File: config.mk
export PLATFORM = sky130hd
export DESIGN_NAME = cau_back
export DESIGN_NICKNAME = d
export VERILOG_FILES = /design/src/hw/rtl/cau_pkg.sv /design/src/hw/rtl/cau_back.sv
export SDC_FILE = /design/constraint.sdc
export NUM_CORES = 1
export LEC_CHECK = 0
export CAP_MARGIN = 20
export CELL_PAD_IN_SITES_DETAIL_PLACEMENT = 0
export CELL_PAD_IN_SITES_GLOBAL_PLACEMENT = 1
export CORE_AREA = 3 3 251 253
export DETAILED_ROUTE_END_ITERATION = 7
export DIE_AREA = 0 0 254 256
export DONT_BUFFER_PORTS = 1
export HOLD_SLACK_MARGIN = 0.15
export PLACE_DENSITY_LB_ADDON = 0.05
export SLEW_MARGIN = 30
export SYNTH_ARGS = -nofsm -noshare
export SYNTH_HDL_FRONTEND = slang
export SYNTH_SLANG_ARGS = --single-unit
export TNS_END_PERCENT = 5
File: constraint.sdc
create_clock -name aclk -period 3.2 [get_ports aclk]
set_input_delay 0.32 -clock aclk [delete_from_list [all_inputs] [get_ports aclk]]
set_output_delay 0.32 -clock aclk [all_outputs]
set_load 0.05 [all_outputs]
File: src/hw/rtl/cau_pkg.sv
// shared constants, types and saturation helper for the complex arithmetic unit
// no dependencies
`default_nettype none

package cau_pkg;

    localparam int WORD_BITS = 32;
    localparam int FRAC_BITS = 16;

    localparam int IO_W     = 32;
    localparam int MAG_W    = 2 * WORD_BITS;
    localparam int SUM_W    = MAG_W + 1;
    localparam int DIV_W    = MAG_W + FRAC_BITS;
    localparam int S_DATA_W = 136;
    localparam int M_DATA_W = 72;

    typedef enum logic [1:0] {
        OP_ADD = 2'd0,
        OP_SUB = 2'd1,
        OP_MUL = 2'd2,
        OP_DIV = 2'd3
    } op_t;

    typedef enum logic [1:0] {
        ST_OK   = 2'd0,
        ST_SAT  = 2'd1,
        ST_DIV0 = 2'd2
    } status_t;

    typedef struct packed {
        logic [WORD_BITS-1:0] val;
        logic                 sat;
    } clamp_t;

    // one restoring-division lane
    typedef struct packed {
        logic             neg;
        logic [MAG_W-1:0] rem;
        logic [DIV_W-1:0] work;
        logic [DIV_W-1:0] quo;
    } div_lane_t;

    typedef struct packed {
        logic                 valid;
        op_t                  mode;
        logic                 bzero;
        logic                 fast_sat;
        logic [WORD_BITS-1:0] fast_re;
        logic [WORD_BITS-1:0] fast_im;
        logic [MAG_W-1:0]     den;
        div_lane_t            re;
        div_lane_t            im;
    } div_pipe_t;

    typedef struct packed {
        logic            valid;
        logic [IO_W-1:0] res_real;
        logic [IO_W-1:0] res_imag;
        status_t         status;
    } result_t;

    localparam logic signed [SUM_W-1:0] SAT_MAX = (SUM_W'(1) << (WORD_BITS - 1)) - SUM_W'(1);
    localparam logic signed [SUM_W-1:0] SAT_MIN = -(SUM_W'(1) << (WORD_BITS - 1));

    function automatic clamp_t clamp_signed(input logic signed [SUM_W-1:0] x);
        clamp_t r;
        if (x > SAT_MAX) begin
            r.val = SAT_MAX[WORD_BITS-1:0];
            r.sat = 1'b1;
        end else if (x < SAT_MIN) begin
            r.val = SAT_MIN[WORD_BITS-1:0];
            r.sat = 1'b1;
        end else begin
            r.val = x[WORD_BITS-1:0];
            r.sat = 1'b0;
        end
        return r;
    endfunction

endpackage

`default_nettype wire

File: src/hw/rtl/cau_back.sv
// back end: quotient saturation, result select and status
// depends on cau_pkg
`default_nettype none

module cau_back (
    input  wire logic          aclk,
    input  wire logic          aresetn,
    input  wire logic          en,
    input  cau_pkg::div_pipe_t d_in,
    output cau_pkg::result_t   r_out
);
    import cau_pkg::*;

    localparam logic [DIV_W-1:0] LIM = DIV_W'(1) << (WORD_BITS - 1);

    logic                 valid_reg;
    result_t              res_reg;
    result_t              res_next;
    clamp_t               q_re, q_im;

    function automatic clamp_t clamp_quo(input logic neg, input logic [DIV_W-1:0] q);
        clamp_t           r;
        logic [DIV_W-1:0] nq;
        nq = -q;
        if (neg) begin
            r.sat = q > LIM;
            r.val = r.sat ? LIM[WORD_BITS-1:0] : nq[WORD_BITS-1:0];
        end else begin
            r.sat = q >= LIM;
            r.val = r.sat ? (LIM[WORD_BITS-1:0] - WORD_BITS'(1)) : q[WORD_BITS-1:0];
        end
        return r;
    endfunction

    always_comb begin
        q_re     = clamp_quo(d_in.re.neg, d_in.re.quo);
        q_im     = clamp_quo(d_in.im.neg, d_in.im.quo);
        res_next = '0;
        if (d_in.mode == OP_DIV) begin
            if (d_in.bzero) begin
                res_next.status = ST_DIV0;
            end else begin
                res_next.res_real = IO_W'($signed(q_re.val));
                res_next.res_imag = IO_W'($signed(q_im.val));
                res_next.status   = (q_re.sat | q_im.sat) ? ST_SAT : ST_OK;
            end
        end else begin
            res_next.res_real = IO_W'($signed(d_in.fast_re));
            res_next.res_imag = IO_W'($signed(d_in.fast_im));
            res_next.status   = d_in.fast_sat ? ST_SAT : ST_OK;
        end
    end

    always_ff @(posedge aclk) begin
        if (!aresetn) begin
            valid_reg <= 1'b0;
        end else if (en) begin
            valid_reg <= d_in.valid;
        end
    end

    always_ff @(posedge aclk) begin
        if (en) begin
            res_reg <= res_next;
        end
    end

    always_comb begin
        r_out       = res_reg;
        r_out.valid = valid_reg;
    end

endmodule

`default_nettype wire

==> run metrics <==
final setup margin 693 ps; Leak 1.97 nW; register area share after synthesis 38.4%; P&R area growth vs syn 33.7%; Setup TNS 0 ps; IO Count 653; Seq cells post-synth 67; Clock Skew 0 ps; hold crit path type in -> reg; GRT Total Usage 10.5%; GPL Wtd Cong 0.708; setup slack, reg-to-reg 1720 ps; f_max 399 MHz; Crit Path Class in -> reg; commonest non-fill, non-tap cells in the layout edfxtp_1 (66), nand2_1 (65), o21ai_0 (49), nor2_1 (43), nor4_1 (40); 1st-iter DRT viols 255; largest net degree at the start of global routing 68; Reg clk slew, reported paths 70 ps; Cell Rows 91; Largest register FFs 66; Syn Nets 1194; Synth Cell Area 5210 um^2; Most used DFF post-synth edfxtp_1; crit path capture type register; drt wl/cell 24.2 um; unrepaired setup endpoints after global routing no; Crit-path slowest cell or4b_4; Worst EP arrival 2630 ps; Clk Latency, worst-skew pair 380 ps; max_slew headroom 49.6%; CP peak stage delay 510 ps; CTS Buffer Depth 2; Hold Vio Cnt, Final 0; port buffer count 0; final core utilization 11.4%; Yosys warning count 0; layout cells sized above 1 11.1%; CP Max Fanout 17; initial antenna violation count 5; ANT nets after route 0; FF-to-FF path depth 3; Layout Nets 1232; number of global-route vias before repair 5749; syn avg cell area 8.60 um^2; crit share post-route 78.3%; vias per inst 3.71; Remaining Overflow, GRT 0; Post-synth ARST share 0%; cells along the critical path inv_1 > ha_1 > or4b_4 > nor4_4 > a31oi_1 > or3b_1 > buf_12 > a21oi_1 > o31ai_1; final setup fails 0; CTS tree yes; Pwr Density 396 nW/um^2; depth of the worst hold-timing path 1; Least-Margin Pin Slew 746 ps; Setup crit start kind input pin; CTS root buffer clkbuf_16; library cells used by synthesis 64; Final Max Tran Viols 0; core area 61300 um^2; Setup WS pre-CTS 202 ps; worst setup path startpoint d_in[225]; hpwl dp 27300 um; outcome finished clean; min cycle time layout 2510 ps; die area 65000 um^2; hold slack 170 ps; H-tree depth 3; DRT Wirelength 34900 um; VDD IR max 262 uV; Die X 254 um; number of max-cap violations 0; RR Startpoint valid_reg$_SDFFE_PN0P_; drt pass-1 iters 4; Initial Util 8.51%; global-route wire length before repair 47300 um; cell count after synthesis 606; most common cell after layout, fill and taps aside edfxtp_1; DRC violations left 0; EDFF count, synth 66; Hold Crit Start d_in[561]; Resized cells post-CTS 0; Vias 5347; CTS Sinks 67; critical path required time 3320 ps; total CTS buffers 9; Die H 256 um
stage by stage:
stage,instances,instance area [um^2],power (mW)
final,1441,6970,2.76
after global routing,1440,6970,2.90
after detailed placement,1390,6350,1.70
after CTS,1439,6970,2.87
after global placement,1390,6350,1.71
after floorplan,606,5210,1.56
final timing paths:
kind	end
worst max register to register	valid_reg$_SDFFE_PN0P_
worst min register to register	valid_reg$_SDFFE_PN0P_
worst max-delay path	r_out[65]$_DFFE_PP_
worst min-delay path	r_out[49]$_DFFE_PP_
cell type report:
class,instances,area [um^2]
fill,7049,54300
multi-input combinational,489,3020
sequential,67,2000
tap,790,988
timing repair buffer,69,656
clock buffer,9,225
clock inverter,7,45.0
inverter,8,30.0
antenna,2,5.00
worst max-delay path, delay by kind of cell:
family                     cells  cell delay (ps)
adders and majority gates      1              180
and+or+nand+nor                3             1350
AOI/OAI and AO/OA              3              560
buffers and inverters          2              210
cell families (layout without fill, tap and decap cells):
group | after synthesis | count (layout) | share of synthesized area [%]
compound gates | 204 | 204 | 26.8
fa+ha+maj | 2 | 2 | 0.480
flops | 67 | 67 | 38.4
mux | 1 | 1 | 0.192
buf+inv | 50 | 93 | 4.10
xor+xnor | 22 | 22 | 3.70
simple gates | 260 | 260 | 26.3
other cells | 0 | 2 | 0
synth_stat cells (5+ instances only):
cell | number | share of area (%)
xnor2_1 | 11 | 1.8
or4_1 | 8 | 1.2
nand2_1 | 66 | 4.8
or3_1 | 7 | 0.84
a21o_1 | 13 | 1.9
nand3_1 | 18 | 1.7
edfxtp_1 | 66 | 38
clkbuf_1 | 35 | 2.5
nor2b_1 | 9 | 1.1
a21boi_0 | 13 | 1.9
o31ai_1 | 14 | 2.0
xor2_1 | 11 | 1.8
nor3_1 | 20 | 1.9
a31oi_1 | 5 | 0.60
a211oi_1 | 8 | 1.2
a21oi_1 | 39 | 3.7
nand4_1 | 12 | 1.4
nor2_1 | 45 | 3.2
nor4_1 | 41 | 4.9
nand2b_1 | 8 | 0.96
o21bai_1 | 8 | 1.2
a32o_1 | 16 | 3.1
inv_1 | 8 | 0.58
o21a_1 | 5 | 0.72
o21ai_0 | 49 | 4.7
routing by layer:
metal	vias up	share of wire, %	global-route usage (%)	wire length (um)
met1	2616	36	10.8	12700
li1	2447	-	-	-
met4	6	1.3	2.42	453
met5	-	0.14	0	49
met2	254	51	19.1	17900
met3	24	11	5.12	3720
what timing repair did:
item	4_1_cts	5_1_grt
hold endpoints to repair	97	0
buffers inserted	0	0
hold buffers	33	0
where the power goes:
group / switching, mW / total (mW) / internal [mW]
clock: 0.516 / 1.04 / 0.522
sequential: 0.341 / 1.41 / 1.07
combinational: 0.172 / 0.313 / 0.141
Power figures use the tool's default switching activity.
