--- src/hw/rtl/cau_pkg.sv ---
// shared constants, types and saturation helper for the complex arithmetic unit
// no dependencies
`default_nettype none

package cau_pkg;

    localparam int WORD_BITS = 32;
    localparam int FRAC_BITS = 16;

    localparam int IO_W     = 32;
    localparam int MAG_W    = 2 * WORD_BITS;
    localparam int SUM_W    = MAG_W + 1;
    localparam int DIV_W    = MAG_W + FRAC_BITS;
    localparam int S_DATA_W = 136;
    localparam int M_DATA_W = 72;

    typedef enum logic [1:0] {
        OP_ADD = 2'd0,
        OP_SUB = 2'd1,
        OP_MUL = 2'd2,
        OP_DIV = 2'd3
    } op_t;

    typedef enum logic [1:0] {
        ST_OK   = 2'd0,
        ST_SAT  = 2'd1,
        ST_DIV0 = 2'd2
    } status_t;

    typedef struct packed {
        logic [WORD_BITS-1:0] val;
        logic                 sat;
    } clamp_t;

    // one restoring-division lane
    typedef struct packed {
        logic             neg;
        logic [MAG_W-1:0] rem;
        logic [DIV_W-1:0] work;
        logic [DIV_W-1:0] quo;
    } div_lane_t;

    typedef struct packed {
        logic                 valid;
        op_t                  mode;
        logic                 bzero;
        logic                 fast_sat;
        logic [WORD_BITS-1:0] fast_re;
        logic [WORD_BITS-1:0] fast_im;
        logic [MAG_W-1:0]     den;
        div_lane_t            re;
        div_lane_t            im;
    } div_pipe_t;

    typedef struct packed {
        logic            valid;
        logic [IO_W-1:0] res_real;
        logic [IO_W-1:0] res_imag;
        status_t         status;
    } result_t;

    localparam logic signed [SUM_W-1:0] SAT_MAX = (SUM_W'(1) << (WORD_BITS - 1)) - SUM_W'(1);
    localparam logic signed [SUM_W-1:0] SAT_MIN = -(SUM_W'(1) << (WORD_BITS - 1));

    function automatic clamp_t clamp_signed(input logic signed [SUM_W-1:0] x);
        clamp_t r;
        if (x > SAT_MAX) begin
            r.val = SAT_MAX[WORD_BITS-1:0];
            r.sat = 1'b1;
        end else if (x < SAT_MIN) begin
            r.val = SAT_MIN[WORD_BITS-1:0];
            r.sat = 1'b1;
        end else begin
            r.val = x[WORD_BITS-1:0];
            r.sat = 1'b0;
        end
        return r;
    endfunction

endpackage

`default_nettype wire

--- src/hw/rtl/cau_div_step.sv ---
// one registered restoring-division step for both result parts
// depends on cau_pkg
`default_nettype none

module cau_div_step (
    input  wire logic         aclk,
    input  wire logic         aresetn,
    input  wire logic         en,
    input  cau_pkg::div_pipe_t d_in,
    output cau_pkg::div_pipe_t d_out
);
    import cau_pkg::*;

    logic      valid_reg;
    div_pipe_t data_reg;
    div_pipe_t data_next;

    function automatic div_lane_t step_lane(input div_lane_t l, input logic [MAG_W-1:0] den);
        div_lane_t      r;
        logic [MAG_W:0] trial;
        logic [MAG_W:0] diff;
        trial = {l.rem, l.work[DIV_W-1]};
        diff  = trial - {1'b0, den};
        r     = l;
        if (trial >= {1'b0, den}) begin
            r.rem = diff[MAG_W-1:0];
            r.quo = {l.quo[DIV_W-2:0], 1'b1};
        end else begin
            r.rem = trial[MAG_W-1:0];
            r.quo = {l.quo[DIV_W-2:0], 1'b0};
        end
        r.work = {l.work[DIV_W-2:0], 1'b0};
        return r;
    endfunction

    always_comb begin
        data_next    = d_in;
        data_next.re = step_lane(d_in.re, d_in.den);
        data_next.im = step_lane(d_in.im, d_in.den);
    end

    always_ff @(posedge aclk) begin
        if (!aresetn) begin
            valid_reg <= 1'b0;
        end else if (en) begin
            valid_reg <= d_in.valid;
        end
    end

    always_ff @(posedge aclk) begin
        if (en) begin
            data_reg <= data_next;
        end
    end

    always_comb begin
        d_out       = data_reg;
        d_out.valid = valid_reg;
    end

endmodule

`default_nettype wire

--- config.mk ---
export PLATFORM = sky130hd
export DESIGN_NAME = cau_div_step
export DESIGN_NICKNAME = d
export VERILOG_FILES = /design/src/hw/rtl/cau_pkg.sv /design/src/hw/rtl/cau_div_step.sv
export SDC_FILE = /design/constraint.sdc
export NUM_CORES = 1
export LEC_CHECK = 0
export BUFFER_PORTS_ARGS = -buffer_cell sky130_fd_sc_hd__buf_2
export CAP_MARGIN = 20
export CORE_AREA = 10 10 444 446
export DETAILED_ROUTE_END_ITERATION = 10
export DIE_AREA = 0 0 454 456
export HOLD_SLACK_MARGIN = 0.02
export MAX_ROUTING_LAYER = met4
export PLACE_DENSITY_LB_ADDON = 0.08
export SLEW_MARGIN = 20
export SYNTH_ARGS = -nofsm -noshare
export SYNTH_HDL_FRONTEND = slang
export SYNTH_SLANG_ARGS = --single-unit
--- constraint.sdc ---
create_clock -name aclk -period 7.25 [get_ports aclk]
set_clock_uncertainty 0.1 [all_clocks]
set_input_delay 1.45 -clock aclk [delete_from_list [all_inputs] [get_ports aclk]]
set_output_delay 1.45 -clock aclk [all_outputs]
set_load 0.1 [all_outputs]
==> metrics.md, run 1 <==
| Metric | Value |
|---|---|
| First-pass DRT Iterations | 5 |
| CTS tree | done |
| Worst path max stage delay | between 600 and 700 ps |
| Post-synthesis cell type count | 74 |
| First-pass GRT wire length | 220000 um |
| Number of synthesized flops with an enable pin | a little under 600 |
| Most common cell after layout, fill and taps aside | buf_2 |
| Gp weighted congestion | between 0.8 and 0.9 |
| Cell family with most CP delay | compound AO/OA/AOI/OAI gates |
| WP data required | 7580 ps |
| Post-CTS setup buffers | 0 |
| Sequence of cells on the critical path | buf_2, inv_1, ha_1, nand4_1, or4_1, o21bai_1, o41ai_2, buf_4, o211ai_1, a21oi_1, o21ai_1, o21a_2, inv_4, buf_12, buf_4, a21oi_1 |
| I/O Pins | 1169 |
| Slowest CP cell | or4_1 |
| Max-cap violations | 0 |
| Sequential share of the synthesized area | 0.658 |
| Period utilization | 0.730 |
| Vias in the first global route | about 22000 |
| Non-filler instance count after layout | a little under 6000 |
| Syn avg cell area | ~13 um^2 |
| Tot Pwr | roughly 12 mW |
| Critical Path Start Type | input pin |
| P&R area growth vs syn | 44.3% |
| Detailed placer's ending HPWL | between 100000 and 150000 um |
| # hold bufs at CTS | 0 |
| FP Rows | between 150 and 200 |
| Achievable Freq | roughly 0.19 GHz |
| Final setup vio count | 0 |
| Layout cell share with drive strength beyond 1 | 0.408 |
| RSZ-0062 raised after global routing | false |
| Die W | 454 um |
| Initial antenna violation count | about 120 |
| Via density per instance | approximately 3.8 |
| CTS resizes | 0 |
| Setup_tns | 0 ps |
| PD cells | 325 mW/mm^2 |
| Final Max Tran Viols | 0 |
| Crit path time final | 5290 ps |
| Remaining Overflow, GRT | 0 |
| Yosys warnings | 0 |
| Worst hold-check path type | reg2reg |
| Nets | roughly 3900 |
| Worst-margin pin slew | 1080 ps |
| Crit path kind | in2reg |
| Status | finished clean |
| Worst VDD drop | approximately 170 uV |
| Final Util | 0.204 |
| DP Cell Count | ~5600 |
| Critical Path AT | 5620 ps |
| Commonest cells after routing, fill and taps aside | 1163 x buf_2, 580 x edfxtp_1, 237 x a21oi_1, 159 x nor2_1 |
| Largest net degree at the start of global routing | 142 |
| Async SR Flop Fraction | 0 |
| Cells after synthesis | between 2000 and 2500 |
| CTS clk-pin slew, worst paths | about 50 ps |
| Fin. Hold Viols | 0 |
| CTS Sinks | slightly below 600 |
| GRT Overall Usage | 0.162 |
| Lkg Pwr | about 16 nW |
| Maximum buffer depth of the clock tree | 3 |
| CP Capture Type | register |
| Number of H-tree levels | 3 |
| Number of DRC markers in iteration 0 | 1226 |
| # DRC | 0 |
| Port Buffers | 1164 |
| Crit Path Max Fanout | 23 |
| Synth Register Bits | roughly 580 |
| Wire per inst | ~29 um |
| Die area | roughly 0.21 mm^2 |
| Crit path buffers/inverters | 6 |
| Rel. slew slack | 0.279 |
| Vias | between 20000 and 25000 |
| Max reg flops | 580 |
| Total wire length | about 170000 um |
| Final Hold Slack | about 420 ps |
| Final ANT Viol Nets | 0 |
| Synth Cell Area | between 0.02 and 0.03 mm^2 |
| Fillers | slightly above 20000 |
| Num CTS Buffers | between 80 and 90 |
| Root buffer cell | clkbuf_16 |
| Post-synth top flop | edfxtp_1 |
| Chip height | ~460 um |
| Initial core utilization | 0.141 |
| Clock latency on the worst-skew pair | about 710 ps |
| Core area | between 0.15 and 0.2 mm^2 |
[per-layer routing]
metal	wire [um]	GRT usage	part of all wire
met2	94000	0.308	0.55
met1	62100	0.164	0.36
met3	10500	0.0418	0.061
met5	0	-	0
met4	4530	0.0355	0.026
[synthesized netlist by cell type, types with 6 or more instances]
| cell | instances | share of area |
|---|---|---|
| and2_1 | 12 | 0.0028 |
| nand2_1 | 128 | 0.018 |
| nand2b_1 | 16 | 0.0038 |
| nand3_1 | 22 | 0.0042 |
| o21bai_1 | 18 | 0.0051 |
| mux2_2 | 8 | 0.0034 |
| nor4_1 | 6 | 0.0014 |
| xor2_1 | 56 | 0.019 |
| o21ai_0 | 102 | 0.019 |
| nand4_1 | 33 | 0.0078 |
| ha_1 | 128 | 0.060 |
| nor3_1 | 14 | 0.0026 |
| or3_1 | 9 | 0.0021 |
| a31oi_1 | 21 | 0.0050 |
| a21boi_0 | 11 | 0.0031 |
| a21o_1 | 83 | 0.024 |
| xnor2_1 | 59 | 0.020 |
| buf_2 | 12 | 0.0023 |
| o211ai_1 | 10 | 0.0028 |
| nor2_1 | 159 | 0.023 |
| clkbuf_1 | 53 | 0.0075 |
| buf_4 | 7 | 0.0020 |
| buf_6 | 6 | 0.0026 |
| edfxtp_1 | 580 | 0.66 |
| and3_1 | 17 | 0.0040 |
| o21a_1 | 14 | 0.0040 |
| inv_1 | 88 | 0.012 |
| nor2b_1 | 12 | 0.0028 |
| a211oi_1 | 9 | 0.0026 |
| o31ai_1 | 8 | 0.0023 |
| a21oi_1 | 237 | 0.045 |
[worst register-to-register path, stage by stage, from the launching register on]
cell     delay [ps]
dfxtp_1         300
mux2i_1         120
nor2b_1          60
[metrics by stage]
stage	cell area (um^2)	setup WS [ps]
3_5_place_dp	35400	1010
4_1_cts	38100	1790
3_3_place_gp	35400	964
5_1_grt	38200	1650
6_report	38200	1960
2_1_floorplan	26500	2680
[layout make-up]
type	count	area (um^2)	area share
diodes	48	120	0.00314
clock buffers	103	2150	0.0563
clock inverters	47	523	0.0137
inverters	90	342	0.00894
multi-input cells	1276	8350	0.218
flip-flops and latches	581	17400	0.456
well taps	2495	3120	0.0817
repair buffers	1198	6180	0.162
[report_power, final]
group	switching [mW]	leakage [nW]	internal (mW)
clock network	1.77	1.28	2.34
logic	3.44	9.00	0.692
registers	0.0819	5.69	4.09
total	5.29	16.0	7.13
[worst paths after layout]
check / startpoint / endpoint / slack [ps] / depth (start not counted)
setup / recovery: d_in[470] / d_out[171] / 1960 / 16
hold / removal: valid_reg / valid_reg / 420 / 2
setup reg to reg: valid_reg / valid_reg / 6560 / 2
hold reg to reg: valid_reg / valid_reg / 420 / 2
[kinds of logic (layout without fill, tap and decap cells)]
group           Yosys count  count (layout)  synth area share
compound gates          563             563             0.129
buf+inv                 169            1438            0.0272
simple gates            453             453            0.0800
xor+xnor                115             115            0.0380
mux                      13              13           0.00529
fa+ha+maj               130             130            0.0620
other cells               1              50          0.000142
flops                   581             581             0.658
Power figures use the tool's default switching activity.
==> inputs of run 2 (changes only) <==
--- a/config.mk
+++ b/config.mk
@@ -7,9 +7,9 @@
 export LEC_CHECK = 0
 export BUFFER_PORTS_ARGS = -buffer_cell sky130_fd_sc_hd__buf_2
 export CAP_MARGIN = 20
-export CORE_AREA = 10 10 444 446
+export CORE_AREA = 10 10 447 449
 export DETAILED_ROUTE_END_ITERATION = 10
-export DIE_AREA = 0 0 454 456
+export DIE_AREA = 0 0 457 459
 export HOLD_SLACK_MARGIN = 0.02
 export MAX_ROUTING_LAYER = met4
 export PLACE_DENSITY_LB_ADDON = 0.08
==> constraint.sdc (replaced) <==
create_clock -name aclk -period 4.4 [get_ports aclk]
set_clock_uncertainty 0.1 [all_clocks]
set_input_delay 0.88 -clock aclk [delete_from_list [all_inputs] [get_ports aclk]]
set_output_delay 0.88 -clock aclk [all_outputs]
set_load 0.1 [all_outputs]
==> run 2 against run 1 <==
Compared with the run above: critical path depth increased by 2; global-route usage increased by 0.77 points; flip-flop and latch count stayed put; sequential power increased by 66%; first-iteration DRC count grew 15%; cell count is 8.0% higher; sequential share of layout area down 3.5 points; combinational power is 77% higher; core utilization grew 1.3 points; final area is 8.3% higher; clock-buffer cell count down 10; clock power up 61%; critical path type unchanged; largest cell class unchanged; largest power group is now combinational cells.
==> metrics.md, run 2 (synthesis gave the netlist of run 1 again) <==
| Metric | Value |
|---|---|
| DP Cell Count | 6072 (+7.7%) |
| Setup ws final | 202 ps (-1760 ps) |
| Final Max Tran Viols | 0 (unchanged) |
| CTS clk-pin slew, worst paths | 60 ps (about the same) |
| P&R area growth vs syn | 56.3% |
| Total wire length | 181000 um (+5.9%) |
| Vias in the first global route | 24700 (+9.6%) |
| Die area | 0.210 mm^2 (+1.3%) |
| Achievable Freq | 0.238 GHz |
| Worst path max stage delay | 510 ps (-130 ps) |
| Slowest CP cell | a2111oi_0 |
| Lkg Pwr | 17.9 nW (+12%) |
| Via density per instance | 3.73 (-0.58%) |
| Tot Pwr | 20.8 mW (+68%) |
| Die W | 457 um (+0.66%) |
| FP Rows | 161 (+1.3%) |
| Layout cell share with drive strength beyond 1 | 0.471 (+0.0635) |
| Largest net degree at the start of global routing | 100 (-30%) |
| Period utilization | 0.954 |
| Critical Path Start Type | input pin |
| Initial core utilization | 0.139 (-0.00264) |
| Final ANT Viol Nets | 0 (unchanged) |
| Worst hold-check path type | in2reg |
| First-pass GRT wire length | 235000 um (+6.7%) |
| Vias | 23500 (+7.4%) |
| Setup_tns | 0 ps (unchanged) |
| Sequence of cells on the critical path | buf_2, inv_1, ha_1, fa_1, nor2b_1, o2111ai_1, a31oi_1, buf_4, o211ai_1, buf_4, a21boi_1, o21ai_0, a2111oi_0, buf_4, o21ai_1, a31oi_1, xnor2_1, a21oi_1 |
| Clock latency on the worst-skew pair | 690 ps (-20 ps) |
| Non-filler instance count after layout | 6305 (+8.0%) |
| Reg2Reg Depth | 2 (unchanged) |
| Worst R2R End | valid_reg |
| Remaining Overflow, GRT | 0 (unchanged) |
| Number of H-tree levels | 3 (unchanged) |
| Max reg flops | 580 (unchanged) |
| Port Buffers | 1164 (unchanged) |
| Rel. slew slack | 0.518 (+0.238) |
| CTS tree | done |
| Nets | 4346 (+10%) |
| Commonest cells after routing, fill and taps aside | 1163 x buf_2, 580 x edfxtp_1, 419 x buf_4, 237 x a21oi_1, 158 x nor2_1 |
| Pre-CTS setup slack | -670 ps (-1680 ps) |
| Number of DRC markers in iteration 0 | 1411 (+15%) |
| First-pass DRT Iterations | 5 (unchanged) |
| Core area | 0.191 mm^2 (+1.9%) |
| Final setup vio count | 0 (unchanged) |
| Status | finished clean |
| Worst-margin pin slew | 729 ps (-353 ps) |
| Critical Path AT | 4540 ps (-1080 ps) |
| # hold bufs at CTS | 0 (unchanged) |
| FF-to-FF setup slack | 3700 ps (-2860 ps) |
| Chip height | 459 um (+0.66%) |
| CTS resizes | 0 (unchanged) |
| Crit path time final | roughly 4200 ps |
| RSZ-0062 raised after global routing | false |
| Detailed placer's ending HPWL | 155000 um (+6.7%) |
| Most common cell after layout, fill and taps aside | buf_2 |
| Num CTS Buffers | 82 (unchanged) |
| I/O Pins | 1169 (unchanged) |
| # DRC | 0 (unchanged) |
| Post-CTS setup buffers | 0 (unchanged) |
| Gp weighted congestion | 0.828 (+3.0%) |
| GRT Overall Usage | 0.169 (+0.00772) |
| CP startpoint | d_in[384] |
| CP Capture Type | register |
| Wire per inst | 28.7 um (-2.0%) |
| Crit path kind | in2reg |
| Most used cell along the critical path | buf_4 |
| PD cells | 503 mW/mm^2 (+55%) |
| Fin. Hold Viols | 0 (unchanged) |
| Crit Path Max Fanout | 4 (-83%) |
| Crit path capture | d_out[447] |
| WP data required | 4740 ps (-2840 ps) |
| Worst reg2reg startpoint | valid_reg |
| Worst VDD drop | 284 uV (+69%) |
| Maximum buffer depth of the clock tree | 3 (unchanged) |
| Root buffer cell | clkbuf_16 |
| CTS Sinks | 581 (unchanged) |
| Max-cap violations | 0 (unchanged) |
| Initial antenna violation count | 156 (+32%) |
run 2: cell count changes in the layout (fill, tap and decap cells not counted), moves of 2 or more:
cell | before | now
buf_4 | 27 | 419
diode_2 | 48 | 83
clkinv_1 | 12 | 25
buf_12 | 7 | 16
clkbuf_1 | 20 | 11
clkinvlp_4 | 6 | 2
clkinv_16 | 4 | 2
run 2: report_power, final:
part           leakage [nW]  internal, mW  total, mW  switching (mW)
combinational          11.0          1.52       7.32            5.80
sequential             5.69          6.74       6.91           0.172
clock                  1.26          3.73       6.60            2.87
run 2: stage by stage:
step,hold slack [ps],utilization,cell area [um^2]
6_report,248,0.217,41400
5_1_grt,187,0.216,41300
4_1_cts,156,0.215,41200
3_5_place_dp,412,0.202,38600
3_3_place_gp,396,0.202,38600
2_1_floorplan,384,-,26500
run 2: how the worst min path moves through the flow:
stage | from | endpoint | slack [ps] | cells after the start
2_1_floorplan | valid_reg | valid_reg | 380 | 2
3_3_place_gp | valid_reg | valid_reg | 400 | 2
3_5_place_dp | valid_reg | valid_reg | 410 | 2
4_1_cts | d_in[328] | d_out[329] | 160 | 1
5_1_grt | d_in[576] | d_out[576] | 190 | 1
6_report | d_in[526] | d_out[526] | 250 | 1
run 2: cell type report:
| cell class | instances | area (um^2) |
|---|---|---|
| fill | 21000 | 150000 |
| sequential | 581 | 17400 |
| timing repair buffer | 1599 | 9300 |
| multi-input combinational | 1276 | 8360 |
| tap | 2526 | 3160 |
| clock buffer | 93 | 2090 |
| clock inverter | 57 | 490 |
| inverter | 90 | 342 |
| antenna | 83 | 208 |
run 2: critical path, delay by kind of cell:
kind / cells / cell delay [ps]
fa+ha+maj: 2 / 640
buf+inv: 5 / 720
compound gates: 9 / 1900
xor+xnor: 1 / 140
simple gates: 1 / 260
run 2: layer usage:
layer,share of wire,wire [um],vias up,global-route usage
met4,0.014,2450,0,0.0279
met3,0.074,13400,171,0.0573
met2,0.52,94800,870,0.307
met1,0.39,70500,11500,0.181
met5,0,0,-,-
li1,-,-,11000,-
==> inputs of run 3 (changes only) <==
--- a/config.mk
+++ b/config.mk
@@ -12,7 +12,6 @@
 export DIE_AREA = 0 0 457 459
 export HOLD_SLACK_MARGIN = 0.02
 export MAX_ROUTING_LAYER = met4
-export PLACE_DENSITY_LB_ADDON = 0.08
 export SLEW_MARGIN = 20
 export SYNTH_ARGS = -nofsm -noshare
 export SYNTH_HDL_FRONTEND = slang
==> run 3 against run 2 <==
Compared with the run above: register-to-register slack worse by 20 ps; clock power grew 6.5%; routed wire length increased by 9.8%; fmax is 2.4% higher; largest cell class unchanged; final area decreased by 0.55%; via count is 3.3% higher; sequential share of layout area rose by 0.23 points; non-clock buffer count is 56 lower; power increased by 2.3%.
==> metrics.md, run 3 (synthesis gave the netlist of run 1 again) <==
| Metric | Value |
|---|---|
| Rel. slew slack | 0.495 (-0.0222) |
| CTS tree | done |
| Worst-margin pin slew | 751 ps (+22.5 ps) |
| Chip height | 459 um (unchanged) |
| Critical Path AT | 4420 ps (-120 ps) |
| Initial antenna violation count | 175 (+12%) |
| Gp weighted congestion | 0.936 (+13%) |
| Final ANT Viol Nets | 0 (unchanged) |
| Hold depth | 1 (unchanged) |
| Post-CTS setup buffers | 0 (unchanged) |
| CP Capture Type | register |
| Worst reg2reg startpoint | valid_reg |
| Largest net degree at the start of global routing | 97 (-3.0%) |
| Cell internal pwr | 12.4 mW (+3.4%) |
| Worst R2R End | valid_reg |
| Core area | 0.191 mm^2 (unchanged) |
| Worst VDD drop | 342 uV (+20%) |
| Number of H-tree levels | 3 (unchanged) |
| Lkg Pwr | 17.7 nW (-1.2%) |
| Vias | 24300 (+3.3%) |
| Worst hold-check path type | in2reg |
| Reg area | 0.0174 mm^2 (unchanged) |
| Nets | 4286 (-1.4%) |
| Tot Pwr | 21.3 mW (+2.3%) |
| CTS resizes | 0 (unchanged) |
| First-pass GRT wire length | 250000 um (+6.1%) |
| Critical Path Start Type | input pin |
| FF-to-FF setup slack | 3680 ps (-20 ps) |
| Setup_tns | 0 ps (unchanged) |
| Crit path time final | 4100 ps (-99.9 ps) |
| Final Cell Area | 0.0412 mm^2 (-0.55%) |
| Maximum buffer depth of the clock tree | 3 (unchanged) |
| Final setup vio count | 0 (unchanged) |
| Reg2Reg Depth | 2 (unchanged) |
| Fillers | 20800 (-0.98%) |
| P&R area growth vs syn | 55.4% |
| Non-filler instance count after layout | 6253 (-0.82%) |
| Wire per inst | 31.8 um (+11%) |
| Worst hold start | d_in[85] |
| CTS Sinks | 581 (unchanged) |
| Detailed placer's ending HPWL | 174000 um (+12%) |
| Root buffer cell | clkbuf_16 |
| # DRC | 0 (unchanged) |
| FP Rows | 161 (unchanged) |
| Num CTS Buffers | 78 (-4.9%) |
| Sw Ratio | 0.418 (-0.00665) |
| Die area | 0.210 mm^2 (unchanged) |
| Multi-input logic area | 0.00835 mm^2 (-0.13%) |
| Achievable Freq | 0.244 GHz (+2.4%) |
| Remaining Overflow, GRT | 0 (unchanged) |
| Crit path kind | in2reg |
| Seq pwr share | 0.325 (-0.007) |
| Vias in the first global route | 24400 (-0.98%) |
| P_sw | 8.90 mW (+0.66%) |
| Commonest cells after routing, fill and taps aside | 1163 x buf_2, 580 x edfxtp_1, 362 x buf_4, 237 x a21oi_1, 159 x nor2_1 |
| First-pass DRT Iterations | 5 (unchanged) |
| CTS clk-pin slew, worst paths | 60 ps (about the same) |
| GRT Overall Usage | 0.185 (+0.0160) |
| Clock latency on the worst-skew pair | 680 ps (about the same) |
| WP data required | 4720 ps (-20 ps) |
| Fin. Hold Viols | 0 (unchanged) |
| Hold Path Sink | d_out[86] |
| Combinational share of power | 0.345 (-0.006) |
| Most common cell after layout, fill and taps aside | buf_2 |
| Total wire length | 199000 um (+9.8%) |
| Final Max Tran Viols | 0 (unchanged) |
| Number of DRC markers in iteration 0 | 2162 (+53%) |
| Crit Path Max Fanout | 5 (+1) |
| Initial core utilization | 0.139 (unchanged) |
| Max reg flops | 580 (unchanged) |
| Final Hold Slack | 258 ps (+10.6 ps) |
| I/O Pins | 1169 (unchanged) |
| Max-cap violations | 0 (unchanged) |
| # hold bufs at CTS | 0 (unchanged) |
| Status | finished clean |
| Die W | 457 um (unchanged) |
| Layout cell share with drive strength beyond 1 | 0.465 (-0.00561) |
| PD cells | 518 mW/mm^2 (+2.8%) |
| DP Cell Count | 6016 (-0.92%) |
| Period utilization | 0.931 (-0.0227) |
| RSZ-0062 raised after global routing | false |
| DP Area | 0.0382 mm^2 (-1.1%) |
| Port Buffers | 1164 (unchanged) |
| Via density per instance | 3.89 (+4.2%) |
| Clock share of power | 0.330 (+0.013) |
[run 3: cell type report]
type,count,share of cell area
inverter,90,0.00827
clock buffer,89,0.0489
antenna,96,0.00584
timing repair buffer,1543,0.216
clock inverter,52,0.0177
tap,2526,0.0768
multi-input combinational,1276,0.203
sequential,581,0.424
[run 3: worst max path at each step]
| stage | from | to | slack (ps) | depth (start not counted) |
|---|---|---|---|---|
| final | d_in[176] | d_out[222] | 300 | 19 |
| after global routing | d_in[467] | d_out[222] | 60 | 20 |
| after CTS | d_in[173] | d_out[186] | 140 | 18 |
| after detailed placement | d_in[464] | d_out[214] | -630 | 19 |
| after global placement | d_in[173] | d_out[219] | -610 | 18 |
| after floorplan | d_in[467] | d_out[164] | 400 | 13 |
[run 3: power groups by stage]
| stage | logic [mW] | registers [mW] | clock network, mW |
|---|---|---|---|
| after floorplan | 1.17 | 10.8 | 0 |
| after global placement | 7.42 | 7.03 | 0 |
| after detailed placement | 7.42 | 7.03 | 0 |
| after CTS | 7.44 | 6.94 | 7.27 |
| after global routing | 7.61 | 6.97 | 7.46 |
| final | 7.35 | 6.93 | 7.03 |
[run 3: routing by layer]
| layer | vias to the layer above | part of all wire | GRT usage |
|---|---|---|---|
| met4 | 0 | 0.044 | 0.0608 |
| li1 | 10900 | - | - |
| met5 | - | 0 | - |
| met2 | 1252 | 0.52 | 0.339 |
| met1 | 11900 | 0.35 | 0.183 |
| met3 | 280 | 0.086 | 0.0641 |
[run 3: critical path, stage by stage]
cell	delay, ps
buf_2	130
ha_1	300
buf_4	140
buf_4	140
a21oi_1	170
o21ai_0	110
buf_4	140
nand2b_1	240
a31oi_1	270
a211oi_1	70
buf_4	160
o21ai_0	430
o21ai_1	140
buf_4	190
a211oi_1	290
buf_4	190
a31oi_1	110
xnor2_1	190
a21oi_1	90
[run 3: metrics by stage]
step	setup WS, ps	util
floorplan	404	-
global placement	-607	0.200
detailed placement	-629	0.200
CTS	139	0.214
finish	302	0.215
global route	59.5	0.215
